<file path="config.mk">
export PLATFORM = sky130hd
export DESIGN_NAME = per_set_even_spread_sampler
export DESIGN_NICKNAME = d
export VERILOG_FILES = /design/src/hdl/pess_pkg.sv /design/src/hdl/per_set_even_spread_sampler.sv /design/src/hdl/pess_ram.sv /design/src/hdl/pess_ctrl.sv /design/src/hdl/pess_datapath.sv
export SDC_FILE = /design/constraint.sdc
export NUM_CORES = 2
export LEC_CHECK = 0
export BUFFER_PORTS_ARGS = -buffer_cell sky130_fd_sc_hd__clkbuf_2
export CORE_MARGIN = 2
export CORE_UTILIZATION = 41
export CTS_CLUSTER_SIZE = 12
export DETAILED_ROUTE_END_ITERATION = 16
export PLACE_DENSITY = 0.63
export SLEW_MARGIN = 20
export SYNTH_ARGS = -nofsm -noshare
export SYNTH_HDL_FRONTEND = slang
export SYNTH_HIERARCHICAL = 1
export SYNTH_SLANG_ARGS = --single-unit
</file>
<file path="constraint.sdc">
create_clock -name clk -period 33.2 [get_ports clk]
set_input_delay 8.3 -clock clk [delete_from_list [all_inputs] [get_ports clk]]
set_output_delay 8.3 -clock clk [all_outputs]
set_load 0.02 [all_outputs]
</file>
<file path="src/hdl/pess_pkg.sv">
// Shared types and field widths for the per-set even spread sampler.
package pess_pkg;

  // Fixed field widths
  localparam int SET_IDX_W = 4;
  localparam int CAT_W     = 5;
  localparam int TAG_W     = 32;
  localparam int SEL_SET_W = 4;
  localparam int OUT_W     = ((TAG_W + SEL_SET_W + 7) / 8) * 8;

  // Beat kinds carried on tuser
  localparam logic OP_LOAD   = 1'b0;
  localparam logic OP_RECORD = 1'b1;

  // Controller to datapath commands
  typedef struct packed {
    logic capture;   // input beat taken this cycle
    logic rd;        // table read cycle
    logic mul_step;  // one half-step of the phase product
    logic wr_load;   // write loaded parameters and phase
    logic wr_rec;    // write updated phase after a record
    logic emit;      // load the output register
  } cmd_t;

  // Datapath to controller status
  typedef struct packed {
    logic in_op;     // incoming beat is a record
    logic ld_ok;     // load set index in range
    logic ld_mul;    // load needs the phase product
    logic rec_ok;    // record category in range
    logic hit;       // record is selected
    logic mul_done;  // last half-step of the product
    logic out_busy;  // output register full and stalled
  } sts_t;

endpackage

</file>
<file path="src/hdl/per_set_even_spread_sampler.sv">
// Record beat: accepted, table read, phase update; a selected record loads the output register.
// In-set record beats pass through the read and update states before the next beat is taken;
// update holds while a selected record meets a stalled output. Records outside any set and
// out-of-range loads are dropped in idle. Loads that need the phase product step through the two
// half-steps per prior_count bit of the shared compare-subtract unit, then write; other in-range
// loads go straight to the write. Reset is synchronous: it clears the controller, the output
// valid and the per-set valid bits, so every set reads as zero counts until it is loaded.
module per_set_even_spread_sampler #(
  parameter int NUM_SETS    = 16,
  parameter int COUNT_WIDTH = 40
) (
  input  logic clk,
  input  logic rst,
  input  logic s_tvalid,
  output logic s_tready,
  // set_index, wanted_count, total_count, prior_count, category, row_tag, zero pad
  input  logic [((pess_pkg::SET_IDX_W + 3*COUNT_WIDTH + pess_pkg::CAT_W
                  + pess_pkg::TAG_W + 7) / 8) * 8 - 1:0] s_tdata,
  // op
  input  logic s_tuser,
  output logic m_tvalid,
  input  logic m_tready,
  // selected_tag, selected_set, zero pad
  output logic [pess_pkg::OUT_W-1:0] m_tdata
);

  pess_pkg::cmd_t cmd;
  pess_pkg::sts_t sts;

  pess_ctrl u_ctrl (
    .clk      (clk),
    .rst      (rst),
    .s_tvalid (s_tvalid),
    .s_tready (s_tready),
    .sts      (sts),
    .cmd      (cmd)
  );

  pess_datapath #(
    .NUM_SETS    (NUM_SETS),
    .COUNT_WIDTH (COUNT_WIDTH)
  ) u_dp (
    .clk      (clk),
    .rst      (rst),
    .s_tdata  (s_tdata),
    .s_tuser  (s_tuser),
    .cmd      (cmd),
    .sts      (sts),
    .m_tvalid (m_tvalid),
    .m_tready (m_tready),
    .m_tdata  (m_tdata)
  );

  // A result is never loaded over one that is still stalled
  a_emit_free: assert property (@(posedge clk) disable iff (rst)
    cmd.emit |-> !sts.out_busy)
    else $error("result loaded into a stalled output register");

  // No table write while a new beat can be taken
  a_wr_busy: assert property (@(posedge clk) disable iff (rst)
    (cmd.wr_load || cmd.wr_rec) |-> !s_tready)
    else $error("table write while accepting input");

  // A loaded result is presented on the next cycle
  a_emit_show: assert property (@(posedge clk) disable iff (rst)
    cmd.emit |=> m_tvalid)
    else $error("emitted result not presented");

  // Only record updates emit results
  a_emit_rec: assert property (@(posedge clk) disable iff (rst)
    cmd.emit |-> cmd.wr_rec)
    else $error("result emitted outside a record update");

endmodule

</file>
<file path="src/hdl/pess_ram.sv">
// Generic single write port RAM with registered read.
module pess_ram #(
  parameter int WIDTH = 8,
  parameter int DEPTH = 16
) (
  input  logic                                  clk,
  input  logic                                  we,
  input  logic [(DEPTH > 1 ? $clog2(DEPTH) : 1)-1:0] waddr,
  input  logic [WIDTH-1:0]                      wdata,
  input  logic [(DEPTH > 1 ? $clog2(DEPTH) : 1)-1:0] raddr,
  output logic [WIDTH-1:0]                      rdata
);

  logic [WIDTH-1:0] mem [DEPTH];

  // Write port and registered read port
  always_ff @(posedge clk) begin
    if (we) begin
      mem[waddr] <= wdata;
    end
    rdata <= mem[raddr];
  end

endmodule

</file>
<file path="src/hdl/pess_ctrl.sv">
// Controller state machine for the per-set even spread sampler.
module pess_ctrl (
  input  logic           clk,
  input  logic           rst,
  input  logic           s_tvalid,
  output logic           s_tready,
  input  pess_pkg::sts_t sts,
  output pess_pkg::cmd_t cmd
);

  localparam logic [2:0] ST_IDLE   = 3'd0;
  localparam logic [2:0] ST_READ   = 3'd1;
  localparam logic [2:0] ST_UPDATE = 3'd2;
  localparam logic [2:0] ST_MUL    = 3'd3;
  localparam logic [2:0] ST_WRITE  = 3'd4;

  logic [2:0] state;
  logic [2:0] state_next;

  // State register
  always_ff @(posedge clk) begin
    if (rst) begin
      state <= ST_IDLE;
    end else begin
      state <= state_next;
    end
  end

  // Next state and commands
  always_comb begin
    state_next = state;
    cmd        = '0;
    s_tready   = 1'b0;
    unique case (state)
      ST_IDLE: begin
        s_tready = 1'b1;
        if (s_tvalid) begin
          cmd.capture = 1'b1;
          if (sts.in_op) begin
            if (sts.rec_ok) state_next = ST_READ;
          end else if (sts.ld_ok) begin
            state_next = sts.ld_mul ? ST_MUL : ST_WRITE;
          end
        end
      end
      ST_READ: begin
        cmd.rd     = 1'b1;
        state_next = ST_UPDATE;
      end
      ST_UPDATE: begin
        // hold while a selected record has nowhere to go
        if (!(sts.hit && sts.out_busy)) begin
          cmd.wr_rec = 1'b1;
          cmd.emit   = sts.hit;
          state_next = ST_IDLE;
        end
      end
      ST_MUL: begin
        cmd.mul_step = 1'b1;
        if (sts.mul_done) state_next = ST_WRITE;
      end
      ST_WRITE: begin
        cmd.wr_load = 1'b1;
        state_next  = ST_IDLE;
      end
      default: begin
        state_next = ST_IDLE;
      end
    endcase
  end

endmodule

</file>
<file path="src/hdl/pess_datapath.sv">
// Datapath: field capture, set table, phase update and modular product.
module pess_datapath #(
  parameter int NUM_SETS    = 16,
  parameter int COUNT_WIDTH = 40
) (
  input  logic                        clk,
  input  logic                        rst,
  input  logic [((pess_pkg::SET_IDX_W + 3*COUNT_WIDTH + pess_pkg::CAT_W
                  + pess_pkg::TAG_W + 7) / 8) * 8 - 1:0] s_tdata,
  input  logic                        s_tuser,
  input  pess_pkg::cmd_t              cmd,
  output pess_pkg::sts_t              sts,
  output logic                        m_tvalid,
  input  logic                        m_tready,
  output logic [pess_pkg::OUT_W-1:0]  m_tdata
);

  localparam int CW      = COUNT_WIDTH;
  localparam int SET_W   = (NUM_SETS > 1) ? $clog2(NUM_SETS) : 1;
  localparam int CNT_W   = $clog2(COUNT_WIDTH);
  localparam int OFF_NUM = pess_pkg::SET_IDX_W;
  localparam int OFF_DEN = OFF_NUM + CW;
  localparam int OFF_PRI = OFF_DEN + CW;
  localparam int OFF_CAT = OFF_PRI + CW;
  localparam int OFF_TAG = OFF_CAT + pess_pkg::CAT_W;
  localparam int ENT_W   = 3 * CW;

  // Input fields
  logic [pess_pkg::SET_IDX_W-1:0] in_set;
  logic [CW-1:0]                  in_num;
  logic [CW-1:0]                  in_den;
  logic [CW-1:0]                  in_pri;
  logic [pess_pkg::CAT_W-1:0]     in_cat;
  logic [pess_pkg::TAG_W-1:0]     in_tag;

  assign in_set = s_tdata[0 +: pess_pkg::SET_IDX_W];
  assign in_num = s_tdata[OFF_NUM +: CW];
  assign in_den = s_tdata[OFF_DEN +: CW];
  assign in_pri = s_tdata[OFF_PRI +: CW];
  assign in_cat = s_tdata[OFF_CAT +: pess_pkg::CAT_W];
  assign in_tag = s_tdata[OFF_TAG +: pess_pkg::TAG_W];

  // Captured item
  logic [SET_W-1:0]          idx_r;
  logic [pess_pkg::TAG_W-1:0] tag_r;
  logic [CW-1:0]             num_r;
  logic [CW-1:0]             den_r;
  logic [CW-1:0]             pri_r;
  logic [CW-1:0]             acc_r;
  logic [CNT_W-1:0]          bit_cnt;
  logic                      half_r;

  // Table storage and per-entry valid bits
  logic [ENT_W-1:0] rdata;
  logic [ENT_W-1:0] wdata;
  logic             we;
  logic             valid [NUM_SETS];
  logic             rd_valid;

  // Record update
  logic [CW-1:0] rd_num;
  logic [CW-1:0] rd_den;
  logic [CW-1:0] rd_ph;
  logic          sel_all;
  logic [CW:0]   sum;
  logic [CW:0]   diff;
  logic          over;
  logic [CW-1:0] new_ph;

  // Shared compare-subtract for the product
  logic [CW:0]   dbl;
  logic [CW:0]   addv;
  logic [CW:0]   operand;
  logic [CW:0]   red_diff;
  logic [CW-1:0] reduced;

  // Status towards the controller
  always_comb begin
    sts.in_op    = (s_tuser == pess_pkg::OP_RECORD);
    sts.ld_ok    = 32'(in_set) < 32'(NUM_SETS);
    sts.ld_mul   = (in_num != '0) && (in_num < in_den);
    sts.rec_ok   = (in_cat != '0) && (32'(in_cat) <= 32'(NUM_SETS));
    sts.hit      = sel_all || over;
    sts.mul_done = half_r && (bit_cnt == '0);
    sts.out_busy = m_tvalid && !m_tready;
  end

  // Entry fields, zero where never written
  assign rd_num  = rd_valid ? rdata[0 +: CW]      : '0;
  assign rd_den  = rd_valid ? rdata[CW +: CW]     : '0;
  assign rd_ph   = rd_valid ? rdata[2*CW +: CW]   : '0;
  assign sel_all = rd_num >= rd_den;
  assign sum     = {1'b0, rd_ph} + {1'b0, rd_num};
  assign over    = sum >= {1'b0, rd_den};
  assign diff    = sum - {1'b0, rd_den};
  assign new_ph  = sel_all ? rd_ph : (over ? diff[CW-1:0] : sum[CW-1:0]);

  // Product step: double on the first half, add numerator on the second if the prior bit is set
  assign dbl      = {acc_r, 1'b0};
  assign addv     = {1'b0, acc_r} + {1'b0, num_r};
  assign operand  = !half_r ? dbl : (pri_r[CW-1] ? addv : {1'b0, acc_r});
  assign red_diff = operand - {1'b0, den_r};
  assign reduced  = (operand >= {1'b0, den_r}) ? red_diff[CW-1:0] : operand[CW-1:0];

  // Capture and product iteration
  always_ff @(posedge clk) begin
    if (cmd.capture) begin
      idx_r   <= (s_tuser == pess_pkg::OP_RECORD) ? SET_W'(in_cat - pess_pkg::CAT_W'(1))
                                                  : SET_W'(in_set);
      tag_r   <= in_tag;
      num_r   <= in_num;
      den_r   <= in_den;
      pri_r   <= in_pri;
      acc_r   <= '0;
      bit_cnt <= CNT_W'(COUNT_WIDTH - 1);
      half_r  <= 1'b0;
    end else if (cmd.mul_step) begin
      acc_r  <= reduced;
      half_r <= !half_r;
      if (half_r) begin
        pri_r   <= {pri_r[CW-2:0], 1'b0};
        bit_cnt <= bit_cnt - CNT_W'(1);
      end
    end
  end

  // Table write
  assign we    = cmd.wr_load || cmd.wr_rec;
  assign wdata = cmd.wr_load ? {acc_r, den_r, num_r} : {new_ph, rd_den, rd_num};

  pess_ram #(
    .WIDTH (ENT_W),
    .DEPTH (NUM_SETS)
  ) u_table (
    .clk   (clk),
    .we    (we),
    .waddr (idx_r),
    .wdata (wdata),
    .raddr (idx_r),
    .rdata (rdata)
  );

  // Valid bits, cleared at reset
  always_ff @(posedge clk) begin
    if (rst) begin
      for (int i = 0; i < NUM_SETS; i++) valid[i] <= 1'b0;
      rd_valid <= 1'b0;
    end else begin
      if (we) valid[idx_r] <= 1'b1;
      if (cmd.rd) rd_valid <= valid[idx_r];
    end
  end

  // Output register
  always_ff @(posedge clk) begin
    if (rst) begin
      m_tvalid <= 1'b0;
    end else if (cmd.emit) begin
      m_tvalid <= 1'b1;
    end else if (m_tready) begin
      m_tvalid <= 1'b0;
    end
  end

  always_ff @(posedge clk) begin
    if (cmd.emit) begin
      m_tdata <= pess_pkg::OUT_W'({pess_pkg::SEL_SET_W'(idx_r), tag_r});
    end
  end

endmodule
</file>
Word-level counts from Yosys, hierarchy flattened
Memories as Yosys holds them, arrays and structs flattened. A register that Yosys moved wholly into a read port is not among the register bits.
Index checks and enable logic that the tools add are counted.
{ "op_classes": {"magnitude_cmp": 5, "add_sub_neg": 6, "n_reduce_logical": 20, "mux": 39, "eq_ne": 8} }
{ "ops": {"columns": ["op", "n"], "rows": [
  ["2-to-1 mux 40 bit", 9],
  ["2-to-1 mux 120 bit", 1],
  ["adder 40 x 40 -> 41 bit", 2],
  [">= comparator 41 x 40 -> 1 bit", 2],
  ["2-to-1 mux 41 bit", 2],
  ["subtractor 40 bit", 2],
  [">= comparator 40 bit", 1],
  ["less-than comparator 40 bit", 1],
  ["nonzero test 40 bit", 1],
  ["2-to-1 mux 3 bit", 6],
  ["2-to-1 mux 1 bit", 16],
  ["one-hot mux 3 bit (4 select lines)", 1],
  ["2-to-1 mux 4 bit", 2],
  ["== test 3 x 2 -> 1 bit (second input constant)", 2],
  ["zero test 6 bit", 1],
  ["inequality test 2 bit (second input constant)", 3],
  ["nonzero test 2 bit", 3],
  ["subtractor 6 x 1 -> 6 bit (second input constant)", 1],
  ["<= comparator 5 bit (second input constant)", 1],
  ["logical AND 1 bit", 5],
  ["nonzero test 5 bit", 1],
  ["2-to-1 mux 2 bit", 2],
  ["AND reduction 2 bit", 2],
  ["AND reduction 4 bit", 1],
  ["other kinds (8)", 10]
]} }
{ "totals": {"ram_bits": 1936, "wordCells": 91, "register_bits": 243, "memories": 2, "inputBits": 173} }
{ "memory_table": {"columns": ["memory", "depth", "width", "rd", "rd_ports_with_merged_regs", "write_ports", "line_no", "text"], "rows": [
  ["u_dp.u_table.mem", 16, 120, 1, 1, 1, "pess_ram.sv:14", "logic [WIDTH-1:0] mem [DEPTH];"],
  ["u_dp.valid", 16, 1, 1, 1, 16, "pess_datapath.sv:57", "logic valid [NUM_SETS];"]
]} }

Longest topological paths before layout
{ "logic_depth": {"word_depth": 13, "ltp_mapped": 36, "depth_no_buf": 28} }

By module
The synthesis kept the hierarchy.
{ "modules_own_cells": {"columns": ["mod", "n_inst", "cells_each", "seq_area_each_um2", "area_each_um2"], "rows": [
  ["pess_ram", 1, 3066, 60057.6, 74008.5],
  ["pess_datapath", 1, 2718, 7066.8, 23336.1],
  ["pess_ctrl", 1, 30, 60.1, 254.0]
]} }

Worst setup path after synthesis
Ideal clock, no wire load.
{ "synth_timing": {"path_kind": "input to register", "start": "in m_tready", "end": "mem u_dp/u_table/mem[0][0] in the netlist's numbering (enable)", "cell_stages": 6, "n_path_buf": 0, "setup_time_ns": 0.746, "setup_slack_ns": 15.190, "t_arrival_ns": 17.264, "required_time_ns": 32.454, "path_cell_list": "nor2b_1 -> a21oi_1 -> nor2_1 -> inv_1 -> or3b_2 -> nor3_1"} }
{ "synth_lines": {"columns": ["element", "line_no", "text"], "rows": [
  ["from (decl)", "per_set_even_spread_sampler.sv:22", "input logic m_tready,"],
  ["to (decl)", "pess_ram.sv:14", null]
]} }

==> metrics <==
status=complete, no violations; Finished Core Util=0.462; Synth area leaders=edfxtp_1, mux4_2, dfxtp_1; Vias/cell=~5.9; 1st-iter DRT viols=6593; Core Region=237000 sq um; Slew HR=0.246; antenna violations before repair=7; largest net degree at the start of global routing=about 130; cts hold-fix bufs=0; Layout Area Growth over Synthesis=12.4%; register area share after synthesis=0.688; Die ar.=about 240000 sq um; DP Cell Count=approximately 9100; Worst EP required=33640 ps; std cell rows=~180; fmax=0.0830 GHz; Setup Viol. Count Final=0; wire length of the first global-routing pass=about 380 mm; Synth Flop Type=edfxtp_1; DRC violations left=0; Max Slew Vio Count=0; GRT Max-Usage Layer=met2; drt pass-1 iters=5; measured slew at the worst slew-check pin=between 1000 and 1500 ps; Synth top area share=0.650; Max Buffers Root-to-Sink=3; Die Width=approximately 490 microns; grt total ovfl=0; Final nets=6524; pre-CTS WS=20280 ps; RSZ-0062 raised after global routing=no; Synth cell types=94; CTS buffer count=between 200 and 250; Antenna Violating Nets Remaining=0; clk root buf=clkbuf_16; GRT met2 Usage=0.337; Post-CTS Repair Setup Buffers=0; I/O Pins=about 220; Setup crit end kind=register; Num Clock Sinks=2300; Final Hold Vio Count=0; met1 Usage GRT=0.297; asr flop ratio synth=0; via count of the first global-routing pass=54687; Initial Util=0.411; fin crit period=~12000 ps; routability cong.=approximately 0.94; Via Count=approximately 56000; Max IR drop VDD=roughly 0.057 mV; CTS tree=done; post-cts sizing count=0; clk slew on worst S/H paths=~60 ps; Yosys top cell by area=edfxtp_1; worst-skew pair later-pin latency=~900 ps; syn_area_per_cell=16.8 sq um; crit start category=input pin; Final Skew=between 80 and 90 ps; Synth Register Bits=2300; Mapped Cells=just under 6000; Tcrit/Tclk final=0.363; IO Port Bufs=~200; Design Area, Final=110000 sq um; max_cap viols=0; Total GRT Usage=0.212; Setup WS post-layout=21150 ps; htree depth=4; Detailed Route WL=262 mm; fin cells=between 9000 and 10000; WL per Instance=~28 microns; setup TNS=0 ps; cell area after synthesis=97600 sq um; synth cell count leaders=edfxtp_1, mux4_2, nand2_1; Crit Path Class=in2reg; top-count cell post-synth=edfxtp_1; worst path arrival time=12490 ps; HP Class=reg2reg; PwrDens=between 50 and 60 nW/um^2; Die H=492 microns; DP Area=~100000 sq um; P_leak=38.7 nW; number of synthesized flops with an enable pin=2112; Ys Warns=6; DP HPWL=156 mm; share of cells above drive strength 1=0.206; Max Fanout on Critical Path=40; met3 Track Usage GR=0.0383
cell families after synthesis:
kind of cell / count (synthesis) / synth area share
DFF: 2300 / 0.688
AOI/OAI and AO/OA: 1085 / 0.0734
and+or+nand+nor: 951 / 0.0459
muxes: 626 / 0.127
buffers and inverters: 455 / 0.0199
adders and majority gates: 239 / 0.0308
xor gates and xnor gates: 156 / 0.0142
other: 2 / 0.0000769
worst max-delay path: stages:
cell	delay [ps]
clkbuf_2	80
nor2b_1	90
a21oi_1	170
nor2_1	130
inv_1	180
or3b_2	580
nor2_4	400
buf_4	720
buf_4	830
buf_4	690
metal layers:
metal	up-vias	routed length [microns]
li1	23857	-
met1	29086	110000
met2	2485	123000
met3	404	21600
met4	6	7750
met5	-	35
per-stage QoR:
step / total power, mW / hold slack (ps)
final: 6.07 / 413
after CTS: 6.11 / 414
after detailed placement: 3.73 / 405
after global placement: 3.73 / 400
after global routing: 6.26 / 426
after floorplan: 3.58 / 400
power by group:
part	internal (mW)	total, mW	switching [mW]
Sequential	3.20	3.25	0.0440
Clock	1.32	2.40	1.08
Combinational	0.171	0.426	0.256
state kept, by name (all words and copies together), names as in the netlist:
| register | flops |
|---|---|
| u_dp/m_tdata | 36 |
| u_dp/half_r | 1 |
| u_dp/num_r | 40 |
| u_dp/tag_r | 32 |
| u_dp/m_tvalid | 1 |
| u_dp/bit_cnt | 6 |
| u_dp/idx_r | 4 |
| u_dp/rd_valid | 1 |
| u_dp/u_table/mem | 1920 |
| u_dp/valid | 16 |
| u_dp/den_r | 40 |
| u_dp/pri_r | 40 |
| u_dp/acc_r | 40 |
| u_dp/u_table/rdata | 120 |
| u_ctrl/state | 3 |
worst paths after layout:
| kind | from | end | slack, ps | depth (start not counted) |
|---|---|---|---|---|
| worst max register to register | u_dp/rd_valid | u_dp/u_table/mem[1][105] | 21260 | 31 |
| worst max-delay path | m_tready | u_dp/u_table/mem[1][105] | 21150 | 10 |
| worst min register to register | u_dp/tag_r[19] | u_dp/m_tdata[19] | 410 | 0 |
| worst min-delay path | u_dp/tag_r[19] | u_dp/m_tdata[19] | 410 | 0 |
area by class of cell:
| cell class | instances | area, sq um |
|---|---|---|
| clock inverter | 41 | 508 |
| antenna | 4 | 10.0 |
| sequential | 2300 | 67200 |
| clock buffer | 369 | 6340 |
| timing repair buffer | 362 | 2260 |
| multi-input combinational | 3062 | 28800 |
| tap | 3167 | 3960 |
| fill | 20145 | 128000 |
| inverter | 167 | 627 |
cells in the final DEF (no fill, tap or decap), types with 35 or more instances in the layout:
cell type,n
xnor2_1,101
a21oi_1,251
mux4_2,485
nor2_1,175
clkbuf_1,125
a21o_1,95
edfxtp_1,2112
inv_1,164
mux2_2,80
o21ai_0,165
clkbuf_2,203
a211oi_1,52
nand4_1,43
buf_4,155
ha_1,232
nand3_1,48
dfxtp_1,186
a22oi_1,243
and2_1,76
xor2_1,53
a31oi_1,36
clkbuf_16,223
nand2_1,395
and3_1,35
mux2i_1,61
No activity file was read; power rests on OpenSTA's default activity.
